## config.mk

```make
export PLATFORM = sky130hd
export DESIGN_NAME = radix_digit_emitter_top
export DESIGN_NICKNAME = d
export VERILOG_FILES = /design/src/hdl/rde_pkg.sv /design/src/hdl/radix_digit_emitter_top.sv /design/src/hdl/rde_ram.sv
export SDC_FILE = /design/constraint.sdc
export NUM_CORES = 1
export LEC_CHECK = 0
export BUFFER_PORTS_ARGS = -buffer_cell sky130_fd_sc_hd__clkbuf_2
export CAP_MARGIN = 10
export CORE_ASPECT_RATIO = 0.9
export CORE_UTILIZATION = 35
export CTS_CLUSTER_SIZE = 8
export DETAILED_ROUTE_END_ITERATION = 10
export PLACE_DENSITY = 0.6
export SLEW_MARGIN = 20
export SYNTH_ARGS = -nofsm -noshare
export SYNTH_HDL_FRONTEND = slang
export SYNTH_SLANG_ARGS = --single-unit
export TNS_END_PERCENT = 30
```

## constraint.sdc

```tcl
create_clock -name aclk -period 17.2 [get_ports aclk]
set_input_delay 0.86 -clock aclk [delete_from_list [all_inputs] [get_ports aclk]]
set_output_delay 0.86 -clock aclk [all_outputs]
set_load 0.05 [all_outputs]
```

## src/hdl/rde_pkg.sv

```systemverilog
// shared types and constants for the radix digit emitter
// no dependencies; used by radix_digit_emitter_top, rde_ram users and rde_checker

package rde_pkg;

    localparam int DIGIT_W   = 4;
    localparam int CHAR_W    = 8;
    localparam int BASE_W    = 5;
    localparam int CFG_IDX_W = 2;
    localparam int CFG_W     = 64;
    localparam int IN_W      = 64;

    // register indexes of the configuration port
    localparam logic [CFG_IDX_W-1:0] CFG_RADIX      = 2'd0;
    localparam logic [CFG_IDX_W-1:0] CFG_CHARS_LOW  = 2'd1;
    localparam logic [CFG_IDX_W-1:0] CFG_CHARS_HIGH = 2'd2;

    localparam logic [BASE_W-1:0] BASE_MIN = 5'd2;
    localparam logic [BASE_W-1:0] BASE_MAX = 5'd16;

    localparam logic [BASE_W-1:0] RADIX_RESET      = 5'd10;
    // "01234567" and "89abcdef", digit 0 in the low byte
    localparam logic [CFG_W-1:0]  CHARS_LOW_RESET  = 64'h3736_3534_3332_3130;
    localparam logic [CFG_W-1:0]  CHARS_HIGH_RESET = 64'h6665_6463_6261_3938;

    typedef enum logic [2:0] {
        ST_IDLE = 3'b001,
        ST_DIV  = 3'b010,
        ST_EMIT = 3'b100
    } state_t;

endpackage

```

## src/hdl/radix_digit_emitter_top.sv

```systemverilog
// radix digit emitter: one value in, its digits out as characters, most significant first
// operation: D digits, each found by one shared byte-wide divide step run over the value
// a byte at a time, least significant digit first; the digits are then read back from the
// ram and registered, one character per cycle while m_ready holds; no new value until all are read
// reset: synchronous active-low aresetn; radix 10, alphabet "0123456789abcdef", no clearing pass
// depends on rde_pkg and rde_ram

module radix_digit_emitter_top #(
    parameter int VALUE_BITS = 64
) (
    input  logic                          aclk,
    input  logic                          aresetn,
    // input channel
    input  logic                          s_valid,
    output logic                          s_ready,
    input  logic [rde_pkg::IN_W-1:0]      s_value,
    // result channel
    output logic                          m_valid,
    input  logic                          m_ready,
    output logic [rde_pkg::CHAR_W-1:0]    m_digit_char,
    output logic                          m_last_digit,
    // configuration channel
    input  logic                          cfg_valid,
    output logic                          cfg_ready,
    input  logic [rde_pkg::CFG_IDX_W-1:0] cfg_index,
    input  logic [rde_pkg::CFG_W-1:0]     cfg_data
);

    localparam int NSTEP    = (VALUE_BITS + 7) / 8;
    localparam int PAD_BITS = NSTEP * 8;
    localparam int STEP_W   = $clog2(NSTEP + 1);
    localparam int DEPTH    = VALUE_BITS;
    localparam int ADDR_W   = $clog2(DEPTH);
    localparam int CNT_W    = $clog2(DEPTH + 1);

    // configuration registers
    logic [rde_pkg::BASE_W-1:0] radix_reg;
    logic [rde_pkg::CFG_W-1:0]  chars_low_reg;
    logic [rde_pkg::CFG_W-1:0]  chars_high_reg;
    logic [rde_pkg::BASE_W-1:0] base;

    rde_pkg::state_t             state_reg, state_next;
    logic [PAD_BITS-1:0]         val_reg, val_next;
    logic [rde_pkg::DIGIT_W-1:0] rem_reg, rem_next;
    logic [STEP_W-1:0]           step_reg, step_next;
    logic [CNT_W-1:0]            cnt_reg, cnt_next;
    logic [CNT_W-1:0]            cnt_dec;

    logic                        rd_valid_reg, rd_valid_next;
    logic                        rd_last_reg, rd_last_next;
    logic                        m_valid_reg, m_valid_next;
    logic [rde_pkg::CHAR_W-1:0]  m_char_reg, m_char_next;
    logic                        m_last_reg, m_last_next;

    // divide step signals
    logic [7:0]                  div_byte;
    logic [7:0]                  quo_byte;
    logic [rde_pkg::DIGIT_W-1:0] part_rem;
    logic [rde_pkg::BASE_W-1:0]  trial;
    logic [PAD_BITS-1:0]         val_shift;
    logic                        last_step;

    logic                        ram_we;
    logic                        ram_re;
    logic [rde_pkg::DIGIT_W-1:0] ram_rdata;
    logic                        out_free;
    logic                        consume;
    logic [rde_pkg::CFG_W-1:0]   char_word;

    assign cfg_ready = 1'b1;

    always_ff @(posedge aclk) begin
        if (!aresetn) begin
            radix_reg      <= rde_pkg::RADIX_RESET;
            chars_low_reg  <= rde_pkg::CHARS_LOW_RESET;
            chars_high_reg <= rde_pkg::CHARS_HIGH_RESET;
        end else if (cfg_valid) begin
            unique case (cfg_index)
                rde_pkg::CFG_RADIX:      radix_reg      <= cfg_data[rde_pkg::BASE_W-1:0];
                rde_pkg::CFG_CHARS_LOW:  chars_low_reg  <= cfg_data;
                rde_pkg::CFG_CHARS_HIGH: chars_high_reg <= cfg_data;
                default: ;
            endcase
        end
    end

    // base saturates into 2..16
    always_comb begin
        if (radix_reg < rde_pkg::BASE_MIN) begin
            base = rde_pkg::BASE_MIN;
        end else if (radix_reg > rde_pkg::BASE_MAX) begin
            base = rde_pkg::BASE_MAX;
        end else begin
            base = radix_reg;
        end
    end

    // one byte of long division by the base, top byte of val_reg first
    assign div_byte = val_reg[PAD_BITS-1 -: 8];

    always_comb begin
        part_rem = rem_reg;
        quo_byte = '0;
        trial    = '0;
        for (int i = 7; i >= 0; i--) begin
            trial = {part_rem, div_byte[i]};
            if (trial >= base) begin
                trial       = trial - base;
                quo_byte[i] = 1'b1;
            end
            part_rem = trial[rde_pkg::DIGIT_W-1:0];
        end
    end

    assign rem_next  = part_rem;
    assign val_shift = (val_reg << 8) | PAD_BITS'(quo_byte);
    assign last_step = (step_reg == STEP_W'(NSTEP - 1));
    assign cnt_dec   = cnt_reg - CNT_W'(1);

    assign out_free = !m_valid_reg || m_ready;
    assign consume  = rd_valid_reg && out_free;

    always_comb begin
        state_next    = state_reg;
        val_next      = val_reg;
        step_next     = step_reg;
        cnt_next      = cnt_reg;
        ram_we        = 1'b0;
        ram_re        = 1'b0;
        rd_last_next  = rd_last_reg;
        rd_valid_next = consume ? 1'b0 : rd_valid_reg;
        unique case (state_reg)
            rde_pkg::ST_IDLE: begin
                if (s_valid) begin
                    val_next   = PAD_BITS'(s_value[VALUE_BITS-1:0]);
                    step_next  = '0;
                    cnt_next   = '0;
                    state_next = rde_pkg::ST_DIV;
                end
            end
            rde_pkg::ST_DIV: begin
                val_next = val_shift;
                if (last_step) begin
                    // remainder of the full pass is the next digit, least significant first
                    ram_we    = 1'b1;
                    cnt_next  = cnt_reg + CNT_W'(1);
                    step_next = '0;
                    if (val_shift == '0) begin
                        state_next = rde_pkg::ST_EMIT;
                    end
                end else begin
                    step_next = step_reg + STEP_W'(1);
                end
            end
            rde_pkg::ST_EMIT: begin
                // read digits back from the top of the stack
                if (cnt_reg != '0 && (!rd_valid_reg || consume)) begin
                    ram_re        = 1'b1;
                    rd_valid_next = 1'b1;
                    rd_last_next  = (cnt_reg == CNT_W'(1));
                    cnt_next      = cnt_dec;
                end else if (cnt_reg == '0 && !rd_valid_reg) begin
                    state_next = rde_pkg::ST_IDLE;
                end
            end
            default: state_next = rde_pkg::ST_IDLE;
        endcase
    end

    always_ff @(posedge aclk) begin
        if (!aresetn) begin
            state_reg    <= rde_pkg::ST_IDLE;
            rem_reg      <= '0;
            step_reg     <= '0;
            cnt_reg      <= '0;
            rd_valid_reg <= 1'b0;
            m_valid_reg  <= 1'b0;
        end else begin
            state_reg    <= state_next;
            // remainder restarts at zero for each new digit
            rem_reg      <= (state_reg == rde_pkg::ST_DIV && !last_step) ? rem_next : '0;
            step_reg     <= step_next;
            cnt_reg      <= cnt_next;
            rd_valid_reg <= rd_valid_next;
            m_valid_reg  <= m_valid_next;
        end
    end

    always_ff @(posedge aclk) begin
        val_reg     <= val_next;
        rd_last_reg <= rd_last_next;
        m_char_reg  <= m_char_next;
        m_last_reg  <= m_last_next;
    end

    rde_ram #(
        .WIDTH (rde_pkg::DIGIT_W),
        .DEPTH (DEPTH)
    ) u_digit_ram (
        .aclk  (aclk),
        .we    (ram_we),
        .waddr (cnt_reg[ADDR_W-1:0]),
        .wdata (rem_next),
        .re    (ram_re),
        .raddr (cnt_dec[ADDR_W-1:0]),
        .rdata (ram_rdata)
    );

    // alphabet lookup on the way into the output register
    assign char_word = ram_rdata[3] ? chars_high_reg : chars_low_reg;

    always_comb begin
        m_char_next  = m_char_reg;
        m_last_next  = m_last_reg;
        m_valid_next = m_ready ? 1'b0 : m_valid_reg;
        if (consume) begin
            m_char_next  = char_word[{ram_rdata[2:0], 3'b000} +: rde_pkg::CHAR_W];
            m_last_next  = rd_last_reg;
            m_valid_next = 1'b1;
        end
    end

    assign s_ready      = (state_reg == rde_pkg::ST_IDLE);
    assign m_valid      = m_valid_reg;
    assign m_digit_char = m_char_reg;
    assign m_last_digit = m_last_reg;

endmodule

```

## src/hdl/rde_ram.sv

```systemverilog
// generic single write port, single read port ram with registered read data
// no dependencies

module rde_ram #(
    parameter int WIDTH = 4,
    parameter int DEPTH = 64,
    localparam int AW = $clog2(DEPTH)
) (
    input  logic             aclk,
    input  logic             we,
    input  logic [AW-1:0]    waddr,
    input  logic [WIDTH-1:0] wdata,
    input  logic             re,
    input  logic [AW-1:0]    raddr,
    output logic [WIDTH-1:0] rdata
);

    logic [WIDTH-1:0] mem [DEPTH];
    logic [WIDTH-1:0] rdata_reg;

    always_ff @(posedge aclk) begin
        if (we) begin
            mem[waddr] <= wdata;
        end
        if (re) begin
            rdata_reg <= mem[raddr];
        end
    end

    assign rdata = rdata_reg;

endmodule

```

==> run_summary.xml, run 1 <==
<?xml version="1.0" encoding="UTF-8"?>
<metrics>
  <group name="status">
    <metric name="outcome" unit="">finished clean</metric>
  </group>
  <group name="critical_path">
    <metric name="timing.critical_path.buf_inv" unit="">6</metric>
    <metric name="worst-endpoint-arrival" unit="ps">14410</metric>
    <metric name="worstSetupPathType" unit="">reg2reg</metric>
    <metric name="cp-endpoint" unit="">u_digit_ram.mem[40][3]$_DFFE_PP_</metric>
    <metric name="critPathTopFamily" unit="">compound AO/OA/AOI/OAI gates</metric>
    <metric name="cp_slowest_stage_delay" unit="ps">670</metric>
    <metric name="critical_path.max_fanout" unit="">64</metric>
    <metric name="timing.critical_path.depth" unit="">49</metric>
    <metric name="r2r_setup_slack" unit="ps">3080</metric>
    <metric name="setup.worst_path.start_class" unit="">register</metric>
    <metric name="critical_path.reg2reg.startpoint" unit="">radix_reg[4]$_SDFFE_PN0P_</metric>
    <metric name="critical_path.reg2reg.endpoint" unit="">u_digit_ram.mem[40][3]$_DFFE_PP_</metric>
    <metric name="cpMaxStageDelayCell" unit="">sky130_fd_sc_hd__a221oi_4</metric>
    <metric name="critical_path_required" unit="ps">17490</metric>
    <metric name="critPathCaptureType" unit="">register</metric>
    <metric name="number_of_cells_on_the_worst_reg_to_reg_path" unit="">49</metric>
    <metric name="timing.critical_path.from" unit="">radix_reg[4]$_SDFFE_PN0P_</metric>
  </group>
  <group name="floorplan">
    <metric name="floorplan.initialDensity" unit="%">35.4</metric>
    <metric name="floorplan.die_area" unit="mm^2">0.0629</metric>
    <metric name="die-height" unit="um">238</metric>
    <metric name="std_cell_rows" unit="">86</metric>
    <metric name="die_width" unit="um">264</metric>
    <metric name="design.portCount" unit="">147</metric>
    <metric name="core" unit="mm^2">0.0612</metric>
  </group>
  <group name="cells_and_area">
    <metric name="finalNetCount" unit="">2081</metric>
    <metric name="syn2layout_area_growth" unit="%">16.0</metric>
    <metric name="final_layout_size_suffix_gt1_share" unit="%">19.8</metric>
    <metric name="max_flop_register" unit="">u_digit_ram.mem</metric>
    <metric name="multi_input_comb_area" unit="mm^2">0.00810</metric>
    <metric name="num_antenna_cells" unit="">0</metric>
    <metric name="largest_register_ffs" unit="">256</metric>
    <metric name="fill_cells" unit="">5629</metric>
    <metric name="ff_latch_area" unit="mm^2">0.0131</metric>
  </group>
  <group name="global_route">
    <metric name="combined_global_route_utilization_of_all_metal_layers" unit="%">16.5</metric>
    <metric name="gr_overflow_total" unit="">0</metric>
    <metric name="via_count_of_the_first_global_routing_pass" unit="">14100</metric>
    <metric name="grt_antenna_before_repair" unit="">3</metric>
    <metric name="pin_count_of_the_biggest_net_entering_global_routing" unit="">82</metric>
    <metric name="grt_first_pass_wirelength" unit="um">80400</metric>
  </group>
  <group name="route">
    <metric name="finalWirelength" unit="um">51500</metric>
    <metric name="met1_length" unit="um">22600</metric>
    <metric name="drt.antenna.violating_nets" unit="">0</metric>
    <metric name="met2RoutedLength" unit="um">24100</metric>
    <metric name="met3WireLength" unit="um">3510</metric>
    <metric name="vias_per_cell" unit="">5.22</metric>
    <metric name="top_metal_layer_carrying_routed_signals" unit="">met5</metric>
    <metric name="detailroute.via_count" unit="">14200</metric>
    <metric name="drt_first_iter_violations" unit="">1296</metric>
    <metric name="drc" unit="">0</metric>
    <metric name="drtPass1Iterations" unit="">5</metric>
    <metric name="avgRoutedWirePerCell" unit="um">19.0</metric>
  </group>
  <group name="logic_synthesis">
    <metric name="synth-warning-count" unit="">0</metric>
    <metric name="proportion_of_synthesized_chip_area_in_sequential_cells" unit="%">60.4</metric>
    <metric name="netlist_area" unit="mm^2">0.0217</metric>
    <metric name="synthesis.area_per_instance" unit="um^2">12.3</metric>
    <metric name="postSynth.asyncResetShare" unit="%">0</metric>
    <metric name="top_cell_types_by_occurrence_after_synthesis" unit="">485 x sky130_fd_sc_hd__nand2_1, 334 x sky130_fd_sc_hd__edfxtp_1, 153 x sky130_fd_sc_hd__dfxtp_1</metric>
    <metric name="synth_largest_area_cell" unit="">sky130_fd_sc_hd__edfxtp_1</metric>
    <metric name="netlist_top_cells_area" unit="">sky130_fd_sc_hd__edfxtp_1 46%, sky130_fd_sc_hd__dfxtp_1 14%, sky130_fd_sc_hd__mux4_2 12%, sky130_fd_sc_hd__nand2_1 8.4%, sky130_fd_sc_hd__ha_1 2.6%</metric>
    <metric name="synth-edff-count" unit="">334</metric>
    <metric name="synth_top_area_share" unit="%">46.3</metric>
    <metric name="synthFlopType" unit="">sky130_fd_sc_hd__edfxtp_1</metric>
    <metric name="synthesis.instances" unit="">1756</metric>
    <metric name="synth_most_common_cell" unit="">sky130_fd_sc_hd__nand2_1</metric>
    <metric name="synth_nets" unit="">1944</metric>
    <metric name="ys_seq_elements" unit="">487</metric>
    <metric name="netlist-cell-type-count" unit="">62</metric>
  </group>
  <group name="flow_run">
    <metric name="drv.max_cap_violation_count" unit="">0</metric>
  </group>
  <group name="timing">
    <metric name="min_period_over_period" unit="%">82.1</metric>
    <metric name="timing.final.crit_period" unit="ps">14120</metric>
    <metric name="unrepaired_setup_endpoints_after_global_routing" unit="">false</metric>
    <metric name="clock_skew" unit="ps">30.2</metric>
    <metric name="timing.slew.headroom" unit="%">34.7</metric>
    <metric name="final_count_of_hold_timing_violations" unit="">0</metric>
    <metric name="finalSetupTns" unit="ps">0</metric>
    <metric name="clock.fmax" unit="MHz">70.8</metric>
    <metric name="worst_pin_slew" unit="ps">979</metric>
    <metric name="final-setup-viol-count" unit="">0</metric>
    <metric name="timing_max_transition_violations_final" unit="">0</metric>
  </group>
  <group name="clocking">
    <metric name="clkSlewWorstSetupHoldPaths" unit="ps">50</metric>
    <metric name="cts_buffers" unit="">70</metric>
    <metric name="root_buffer_selected_by_cts" unit="">sky130_fd_sc_hd__clkbuf_16</metric>
    <metric name="cts_post_setup_buffers_inserted" unit="">0</metric>
    <metric name="cts.repair.resized" unit="">0</metric>
    <metric name="buffer_levels_on_the_longest_clock_path" unit="">3</metric>
    <metric name="cts_tree" unit="">built</metric>
    <metric name="post_cts_hold_buffer_count" unit="">0</metric>
    <metric name="cts.sinks" unit="">487</metric>
    <metric name="insertion_delay" unit="ps">610</metric>
    <metric name="htree_levels" unit="">3</metric>
  </group>
  <group name="place">
    <metric name="finalWeightedCongestion" unit="">0.850</metric>
    <metric name="post-dp-hpwl" unit="um">33200</metric>
    <metric name="portBuffers" unit="">145</metric>
  </group>
  <group name="hold_path">
    <metric name="worstHoldPathType" unit="">reg2reg</metric>
  </group>
</metrics>
-- metal layers --
layer  global-route usage [%]  vias to the layer above
li1                         -                     6663
met5                        0                        -
met1                     22.1                     7000
met4                     5.00                        6
met2                     26.4                      416
met3                     4.17                       85
-- how the worst min path moves through the flow --
stage	cells after the start	to	from	slack, ps
2_1_floorplan	0	m_last_digit$_DFFE_PP_	rd_last_reg$_DFFE_PP_	400
3_3_place_gp	0	m_last_digit$_DFFE_PP_	rd_last_reg$_DFFE_PP_	410
3_5_place_dp	0	m_last_digit$_DFFE_PP_	rd_last_reg$_DFFE_PP_	430
4_1_cts	0	m_last_digit$_DFFE_PP_	rd_last_reg$_DFFE_PP_	430
5_1_grt	0	m_last_digit$_DFFE_PP_	rd_last_reg$_DFFE_PP_	440
6_report	0	m_last_digit$_DFFE_PP_	rd_last_reg$_DFFE_PP_	430
-- cell families (layout without fill, tap and decap cells) --
group                      Yosys count  in the layout  share of synthesized area (%)
muxes                              140            140                           13.6
adders and majority gates           53             53                           3.34
DFF                                487            487                           60.4
AOI/OAI and AO/OA                  197            197                           5.42
other                                1              1                         0.0173
xor gates and xnor gates            23             23                          0.964
buffers and inverters              133            299                           2.59
and+or+nand+nor                    722            722                           13.7
-- stage by stage --
stage	setup slack, ps	hold slack (ps)	cell area (um^2)	cells	util, %
2_1_floorplan	3420	400	21700	1756	-
3_3_place_gp	3530	408	23200	2613	37.8
3_5_place_dp	3040	426	23200	2613	37.8
4_1_cts	2970	430	25100	2714	41.1
5_1_grt	2020	438	25100	2714	41.1
6_report	3080	426	25100	2714	41.1
-- placed cells by master (no fill, tap or decap), types with 24 or more instances in the layout --
cell type | netlist | layout
sky130_fd_sc_hd__mux4_2 | 113 | 113
sky130_fd_sc_hd__inv_1 | 32 | 31
sky130_fd_sc_hd__clkbuf_2 | 0 | 145
sky130_fd_sc_hd__clkbuf_1 | 71 | 24
sky130_fd_sc_hd__nand2_1 | 485 | 485
sky130_fd_sc_hd__edfxtp_1 | 334 | 334
sky130_fd_sc_hd__nor2_1 | 102 | 101
sky130_fd_sc_hd__ha_1 | 45 | 44
sky130_fd_sc_hd__nand3_1 | 70 | 70
sky130_fd_sc_hd__a21oi_1 | 109 | 107
sky130_fd_sc_hd__clkbuf_16 | 0 | 71
sky130_fd_sc_hd__dfxtp_1 | 153 | 152
-- final cells by class --
class / count / share of cell area, %
sequential: 487 / 52.1
multi-input combinational: 1136 / 32.2
clock buffer: 95 / 7.42
tap: 792 / 3.94
timing repair buffer: 164 / 3.45
inverter: 34 / 0.507
clock inverter: 6 / 0.383
Power of run 1 is not shown: default switching activity piles up to over one toggle a cycle in this logic, so the estimate is an artifact.
==> run 2: changes to the inputs <==
ABC_AREA = 1   (was not set)
clock period = 13.1 ns   (was 17.2 ns; I/O delays follow)
==> run_summary.xml, run 2 <==
<?xml version="1.0" encoding="UTF-8"?>
<metrics>
  <group name="route">
    <metric name="vias_per_cell" unit="">5.15</metric>
    <metric name="drt.antenna.violating_nets" unit="">0</metric>
    <metric name="drt_first_iter_violations" unit="">1577</metric>
    <metric name="detailroute.via_count" unit="">17500</metric>
    <metric name="avgRoutedWirePerCell" unit="um">17.4</metric>
    <metric name="drc" unit="">0</metric>
    <metric name="drtPass1Iterations" unit="">5</metric>
    <metric name="finalWirelength" unit="um">59200</metric>
  </group>
  <group name="cells_and_area">
    <metric name="finalNetCount" unit="">2710</metric>
    <metric name="layout_common_cells" unit="">451 x sky130_fd_sc_hd__nor2_1, 422 x sky130_fd_sc_hd__nand2_1, 334 x sky130_fd_sc_hd__edfxtp_1</metric>
    <metric name="finalNonFillerCells" unit="">3395</metric>
    <metric name="max_flop_register" unit="">u_digit_ram.mem</metric>
    <metric name="fill_cells" unit="">6110</metric>
    <metric name="ff_latch_area" unit="mm^2">0.0131</metric>
    <metric name="multi_input_comb_area" unit="mm^2">0.00831</metric>
    <metric name="final_layout_size_suffix_gt1_share" unit="%">11.1</metric>
    <metric name="largest_register_ffs" unit="">256</metric>
    <metric name="syn2layout_area_growth" unit="%">15.1</metric>
    <metric name="layout.cells.most_common" unit="">sky130_fd_sc_hd__nor2_1</metric>
  </group>
  <group name="floorplan">
    <metric name="floorplan.die_area" unit="mm^2">0.0652</metric>
    <metric name="design.portCount" unit="">147</metric>
    <metric name="floorplan.initialDensity" unit="%">35.6</metric>
    <metric name="die-height" unit="um">242</metric>
    <metric name="die_width" unit="um">269</metric>
    <metric name="std_cell_rows" unit="">87</metric>
    <metric name="core" unit="mm^2">0.0630</metric>
  </group>
  <group name="logic_synthesis">
    <metric name="proportion_of_synthesized_chip_area_in_sequential_cells" unit="%">58.3</metric>
    <metric name="postSynth.asyncResetShare" unit="%">0</metric>
    <metric name="top_cell_types_by_occurrence_after_synthesis" unit="">454 x sky130_fd_sc_hd__nor2_1, 426 x sky130_fd_sc_hd__nand2_1, 334 x sky130_fd_sc_hd__edfxtp_1</metric>
    <metric name="netlist_area" unit="mm^2">0.0225</metric>
    <metric name="synthFlopType" unit="">sky130_fd_sc_hd__edfxtp_1</metric>
    <metric name="netlist-cell-type-count" unit="">44</metric>
    <metric name="synthesis.instances" unit="">2414</metric>
    <metric name="synth_nets" unit="">2602</metric>
    <metric name="synthesis.area_per_instance" unit="um^2">9.31</metric>
    <metric name="synth_top_area_share" unit="%">44.6</metric>
    <metric name="synth_largest_area_cell" unit="">sky130_fd_sc_hd__edfxtp_1</metric>
    <metric name="synth_most_common_cell" unit="">sky130_fd_sc_hd__nor2_1</metric>
    <metric name="synth-warning-count" unit="">0</metric>
    <metric name="ys_seq_elements" unit="">487</metric>
    <metric name="synth-edff-count" unit="">334</metric>
    <metric name="netlist_top_cells_area" unit="">sky130_fd_sc_hd__edfxtp_1 45%, sky130_fd_sc_hd__dfxtp_1 14%, sky130_fd_sc_hd__nor2_1 7.6%, sky130_fd_sc_hd__nand2_1 7.1%, sky130_fd_sc_hd__o21ai_0 6.7%</metric>
  </group>
  <group name="clocking">
    <metric name="insertion_delay" unit="ps">610</metric>
    <metric name="clkSlewWorstSetupHoldPaths" unit="ps">50</metric>
    <metric name="cts_tree" unit="">built</metric>
    <metric name="root_buffer_selected_by_cts" unit="">sky130_fd_sc_hd__clkbuf_16</metric>
    <metric name="htree_levels" unit="">3</metric>
    <metric name="post_cts_hold_buffer_count" unit="">0</metric>
    <metric name="buffer_levels_on_the_longest_clock_path" unit="">3</metric>
    <metric name="cts.sinks" unit="">487</metric>
    <metric name="cts_buffers" unit="">70</metric>
  </group>
  <group name="timing">
    <metric name="final-setup-viol-count" unit="">0</metric>
    <metric name="timing_max_transition_violations_final" unit="">0</metric>
    <metric name="timing.slew.headroom" unit="%">31.0</metric>
    <metric name="clock.fmax" unit="MHz">84.6</metric>
    <metric name="finalSetupTns" unit="ps">0</metric>
    <metric name="timing.final.crit_period" unit="ps">11820</metric>
    <metric name="final_count_of_hold_timing_violations" unit="">0</metric>
    <metric name="worst_pin_slew" unit="ps">1030</metric>
    <metric name="unrepaired_setup_endpoints_after_global_routing" unit="">false</metric>
    <metric name="clock_skew" unit="ps">26.5</metric>
    <metric name="final_setup_margin" unit="ps">1280</metric>
    <metric name="min_period_over_period" unit="%">90.2</metric>
    <metric name="fin_hold_ws" unit="ps">282</metric>
  </group>
  <group name="hold_path">
    <metric name="worstHoldPathType" unit="">in2reg</metric>
    <metric name="min-delay-start" unit="">cfg_data[49]</metric>
    <metric name="end_point_of_the_most_critical_hold_path" unit="">chars_low_reg[49]$_SDFFE_PN1P_</metric>
    <metric name="worst_hold_path.num_cells" unit="">3</metric>
  </group>
  <group name="critical_path">
    <metric name="critical_path.reg2reg.startpoint" unit="">radix_reg[1]$_SDFFE_PN1P_</metric>
    <metric name="setup.worst_path.start_class" unit="">register</metric>
    <metric name="worst-endpoint-arrival" unit="ps">12110</metric>
    <metric name="r2r_setup_slack" unit="ps">1280</metric>
    <metric name="critical_path.max_fanout" unit="">43</metric>
    <metric name="critPathCaptureType" unit="">register</metric>
    <metric name="cp_slowest_stage_delay" unit="ps">410</metric>
    <metric name="critical_path_required" unit="ps">13390</metric>
    <metric name="critical_path.most_common_cell" unit="">sky130_fd_sc_hd__nand2_1</metric>
    <metric name="number_of_cells_on_the_worst_reg_to_reg_path" unit="">72</metric>
    <metric name="critical_path.reg2reg.endpoint" unit="">u_digit_ram.mem[46][0]$_DFFE_PP_</metric>
    <metric name="worstSetupPathType" unit="">reg2reg</metric>
    <metric name="cpMaxStageDelayCell" unit="">sky130_fd_sc_hd__ha_1</metric>
  </group>
  <group name="place">
    <metric name="post-dp-hpwl" unit="um">37000</metric>
    <metric name="portBuffers" unit="">145</metric>
    <metric name="placed_cells" unit="">3294</metric>
    <metric name="finalWeightedCongestion" unit="">0.878</metric>
    <metric name="placement.setup.worst_slack" unit="ps">1060</metric>
  </group>
  <group name="global_route">
    <metric name="via_count_of_the_first_global_routing_pass" unit="">17200</metric>
    <metric name="grt_antenna_before_repair" unit="">1</metric>
    <metric name="gr_overflow_total" unit="">0</metric>
    <metric name="combined_global_route_utilization_of_all_metal_layers" unit="%">18.2</metric>
    <metric name="pin_count_of_the_biggest_net_entering_global_routing" unit="">97</metric>
    <metric name="grt_first_pass_wirelength" unit="um">94400</metric>
  </group>
  <group name="flow_run">
    <metric name="drv.max_cap_violation_count" unit="">0</metric>
  </group>
  <group name="status">
    <metric name="outcome" unit="">finished clean</metric>
  </group>
</metrics>
## run 2: cell count changes in the layout (fill, tap and decap cells not counted), moves of 59 or more
cell                       before  now
sky130_fd_sc_hd__inv_1         31  131
sky130_fd_sc_hd__o21ai_0       16  299
sky130_fd_sc_hd__o211ai_1       3  110
sky130_fd_sc_hd__nor2_1       101  451
sky130_fd_sc_hd__nand2_1      485  422
sky130_fd_sc_hd__mux4_2       113    0
sky130_fd_sc_hd__nand3_1       70  129
## run 2: area by class of cell
| cell class | count | area share, % |
|---|---|---|
| clock inverter | 6 | 0.387 |
| timing repair inverter | 1 | 0.0290 |
| sequential | 487 | 50.7 |
| clock buffer | 93 | 7.11 |
| timing repair buffer | 168 | 3.50 |
| antenna | 1 | 0.00968 |
| multi-input combinational | 1651 | 32.1 |
| tap | 845 | 4.09 |
| inverter | 143 | 2.08 |
## run 2: worst max-delay path by stage
stage | slack, ps | startpoint | endpoint | cells past startpoint
4_1_cts | 990 | radix_reg[1]$_SDFFE_PN1P_ | u_digit_ram.mem[35][2]$_DFFE_PP_ | 72
2_1_floorplan | 2410 | radix_reg[1]$_SDFFE_PN1P_ | u_digit_ram.mem[0][0]$_DFFE_PP_ | 70
3_5_place_dp | 1060 | radix_reg[1]$_SDFFE_PN1P_ | u_digit_ram.mem[35][2]$_DFFE_PP_ | 72
5_1_grt | 0.5 | radix_reg[1]$_SDFFE_PN1P_ | u_digit_ram.mem[46][0]$_DFFE_PP_ | 72
3_3_place_gp | 1570 | radix_reg[1]$_SDFFE_PN1P_ | u_digit_ram.mem[35][2]$_DFFE_PP_ | 72
6_report | 1280 | radix_reg[1]$_SDFFE_PN1P_ | u_digit_ram.mem[46][0]$_DFFE_PP_ | 72
## run 2: timing repair
item                       in CTS  in global routing
resized for setup               0                 10
setup buffers                   0                  0
setup endpoints to repair       0                231
## run 2: stage by stage
step                      util [%]  instance area, um^2
after floorplan                  -                22500
after global placement        37.9                23900
after detailed placement      37.9                23900
after CTS                     41.0                25800
after global routing          41.0                25900
final                         41.0                25900
## run 2: cell families after synthesis
family                     synth area share [%]
other                                    0.0167
muxes                                      1.43
xor gates and xnor gates                  0.980
buffers and inverters                      5.03
adders and majority gates                  3.22
and+or+nand+nor                            18.2
AOI/OAI and AO/OA                          12.8
DFF                                        58.3
## run 2: worst max-delay path: cells and delay by family, from the launching register on
family / cells / cell delay, ps
and+or+nand+nor: 47 / 5700
buffers and inverters: 12 / 1380
DFF: 1 / 320
adders and majority gates: 8 / 2690
AOI/OAI and AO/OA: 5 / 1420
## run 2: layer usage
layer | global-route usage, % | share of wire (%) | vias up
met4 | 5.23 | 2.0 | 2
met1 | 25.4 | 46 | 8419
met2 | 28.8 | 46 | 527
li1 | - | - | 8446
met5 | 0 | 0.029 | -
met3 | 3.32 | 6.1 | 102
Power of run 2 is left out for the same reason.
==> run 3: changes to the inputs <==
REMOVE_ABC_BUFFERS = 1   (was not set)
==> run_summary.xml, run 3 (synthesis gave the netlist of run 2 again) <==
<?xml version="1.0" encoding="UTF-8"?>
<metrics>
  <group name="clocking">
    <metric name="clkSlewWorstSetupHoldPaths" unit="ps">60</metric>
    <metric name="htree_levels" unit="">3</metric>
    <metric name="cts_tree" unit="">built</metric>
    <metric name="cts.sinks" unit="">487</metric>
    <metric name="insertion_delay" unit="ps">610</metric>
    <metric name="buffer_levels_on_the_longest_clock_path" unit="">3</metric>
    <metric name="cts_post_setup_buffers_inserted" unit="">0</metric>
    <metric name="root_buffer_selected_by_cts" unit="">sky130_fd_sc_hd__clkbuf_16</metric>
    <metric name="cts.repair.resized" unit="">0</metric>
    <metric name="cts_buffers" unit="">70</metric>
    <metric name="post_cts_hold_buffer_count" unit="">0</metric>
  </group>
  <group name="global_route">
    <metric name="grt_antenna_before_repair" unit="">1</metric>
    <metric name="grt_first_pass_wirelength" unit="um">93000</metric>
    <metric name="gr_overflow_total" unit="">0</metric>
    <metric name="pin_count_of_the_biggest_net_entering_global_routing" unit="">97</metric>
    <metric name="combined_global_route_utilization_of_all_metal_layers" unit="%">18.1</metric>
    <metric name="via_count_of_the_first_global_routing_pass" unit="">17100</metric>
  </group>
  <group name="route">
    <metric name="avgRoutedWirePerCell" unit="um">17.3</metric>
    <metric name="vias_per_cell" unit="">5.13</metric>
    <metric name="finalWirelength" unit="um">59100</metric>
    <metric name="drtPass1Iterations" unit="">5</metric>
    <metric name="drt_first_iter_violations" unit="">1474</metric>
    <metric name="drc" unit="">0</metric>
    <metric name="drt.antenna.violating_nets" unit="">0</metric>
    <metric name="detailroute.via_count" unit="">17500</metric>
  </group>
  <group name="critical_path">
    <metric name="timing.critical_path.from" unit="">radix_reg[2]$_SDFFE_PN0P_</metric>
    <metric name="number_of_cells_on_the_worst_reg_to_reg_path" unit="">73</metric>
    <metric name="critical_path.most_common_cell" unit="">sky130_fd_sc_hd__nand2_1</metric>
    <metric name="critPathTopFamily" unit="">simple AND/OR/NAND/NOR gates</metric>
    <metric name="r2r_setup_slack" unit="ps">1160</metric>
    <metric name="worst-endpoint-arrival" unit="ps">12220</metric>
    <metric name="timing.critical_path.buf_inv" unit="">12</metric>
    <metric name="cpMaxStageDelayCell" unit="">sky130_fd_sc_hd__buf_4</metric>
    <metric name="cp_slowest_stage_delay" unit="ps">570</metric>
    <metric name="critical_path.max_fanout" unit="">64</metric>
    <metric name="critPathCaptureType" unit="">register</metric>
    <metric name="critical_path.reg2reg.endpoint" unit="">u_digit_ram.mem[21][0]$_DFFE_PP_</metric>
    <metric name="critical_path.reg2reg.startpoint" unit="">radix_reg[2]$_SDFFE_PN0P_</metric>
    <metric name="cp-endpoint" unit="">u_digit_ram.mem[21][0]$_DFFE_PP_</metric>
    <metric name="timing.critical_path.depth" unit="">73</metric>
    <metric name="worstSetupPathType" unit="">reg2reg</metric>
    <metric name="setup.worst_path.start_class" unit="">register</metric>
    <metric name="critical_path_required" unit="ps">13380</metric>
  </group>
  <group name="cells_and_area">
    <metric name="multi_input_comb_area" unit="mm^2">0.00829</metric>
    <metric name="ff_latch_area" unit="mm^2">0.0131</metric>
    <metric name="fill_cells" unit="">6084</metric>
    <metric name="final_layout_size_suffix_gt1_share" unit="%">10.9</metric>
    <metric name="syn2layout_area_growth" unit="%">15.3</metric>
    <metric name="layout_common_cells" unit="">451 x sky130_fd_sc_hd__nor2_1, 422 x sky130_fd_sc_hd__nand2_1, 334 x sky130_fd_sc_hd__edfxtp_1</metric>
    <metric name="layout.cells.most_common" unit="">sky130_fd_sc_hd__nor2_1</metric>
    <metric name="num_antenna_cells" unit="">0</metric>
    <metric name="finalNonFillerCells" unit="">3412</metric>
    <metric name="largest_register_ffs" unit="">256</metric>
    <metric name="finalNetCount" unit="">2710</metric>
    <metric name="max_flop_register" unit="">u_digit_ram.mem</metric>
  </group>
  <group name="place">
    <metric name="placed_cells" unit="">3295</metric>
    <metric name="finalWeightedCongestion" unit="">0.856</metric>
    <metric name="post-dp-hpwl" unit="um">36800</metric>
    <metric name="portBuffers" unit="">145</metric>
  </group>
  <group name="flow_run">
    <metric name="drv.max_cap_violation_count" unit="">0</metric>
  </group>
  <group name="timing">
    <metric name="min_period_over_period" unit="%">91.1</metric>
    <metric name="clock.fmax" unit="MHz">83.8</metric>
    <metric name="timing_max_transition_violations_final" unit="">0</metric>
    <metric name="clock_skew" unit="ps">26.9</metric>
    <metric name="final_count_of_hold_timing_violations" unit="">0</metric>
    <metric name="unrepaired_setup_endpoints_after_global_routing" unit="">false</metric>
    <metric name="timing.final.crit_period" unit="ps">11940</metric>
    <metric name="finalSetupTns" unit="ps">0</metric>
    <metric name="worst_pin_slew" unit="ps">955</metric>
    <metric name="timing.slew.headroom" unit="%">36.4</metric>
    <metric name="final-setup-viol-count" unit="">0</metric>
  </group>
  <group name="floorplan">
    <metric name="core" unit="mm^2">0.0630</metric>
    <metric name="std_cell_rows" unit="">87</metric>
    <metric name="die-height" unit="um">242</metric>
    <metric name="design.portCount" unit="">147</metric>
    <metric name="die_width" unit="um">269</metric>
    <metric name="floorplan.die_area" unit="mm^2">0.0652</metric>
    <metric name="floorplan.initialDensity" unit="%">35.6</metric>
  </group>
  <group name="hold_path">
    <metric name="worstHoldPathType" unit="">in2reg</metric>
  </group>
  <group name="status">
    <metric name="outcome" unit="">finished clean</metric>
  </group>
</metrics>
run 3: changes by cell type in the layout (fill, tap and decap cells not counted), sizes merged:
cell and change:
diode -1, clkbuf +18, buf +1, inv -3
clkinvlp -1, clkinv +3
run 3: per-stage QoR:
step	util (%)	setup WS [ps]	hold WS, ps	cell area (um^2)
2_1_floorplan	-	2410	400	21900
4_1_cts	41.1	1190	252	25900
6_report	41.1	1160	289	25900
3_3_place_gp	37.9	1950	411	23900
5_1_grt	41.1	47.7	272	25900
3_5_place_dp	37.9	1240	409	23900
run 3: how the worst min path moves through the flow:
| stage | startpoint | end | slack, ps | cells after the start |
|---|---|---|---|---|
| final | cfg_data[49] | chars_low_reg[49]$_SDFFE_PN1P_ | 290 | 3 |
| after global routing | cfg_data[60] | chars_low_reg[60]$_SDFFE_PN1P_ | 270 | 3 |
| after CTS | cfg_data[57] | chars_low_reg[57]$_SDFFE_PN1P_ | 250 | 3 |
| after detailed placement | rd_last_reg$_DFFE_PP_ | m_last_digit$_DFFE_PP_ | 410 | 0 |
| after global placement | rd_last_reg$_DFFE_PP_ | m_last_digit$_DFFE_PP_ | 410 | 0 |
| after floorplan | rd_last_reg$_DFFE_PP_ | m_last_digit$_DFFE_PP_ | 400 | 0 |
run 3: final cells by class:
cell class,instances,area share (%)
Timing Repair Buffer,169,3.51
Multi-Input combinational cell,1651,32.0
Sequential cell,487,50.5
Clock buffer,111,7.44
Inverter,143,2.08
Tap cell,845,4.08
Clock inverter,6,0.362
run 3: per-layer routing:
metal	part of all wire (%)	track usage (%)
met5	0.029	0
met4	1.8	4.55
met3	7.2	3.74
met2	47	29.6
met1	44	24.2
run 3: worst register-to-register path: cells and delay by family (launching register included):
kind | cells | cell delay (ps)
AOI/OAI and AO/OA | 5 | 980
adders and majority gates | 8 | 2690
buffers and inverters | 12 | 1470
DFF | 1 | 330
and+or+nand+nor | 48 | 6120
Power of run 3 is left out for the same reason.
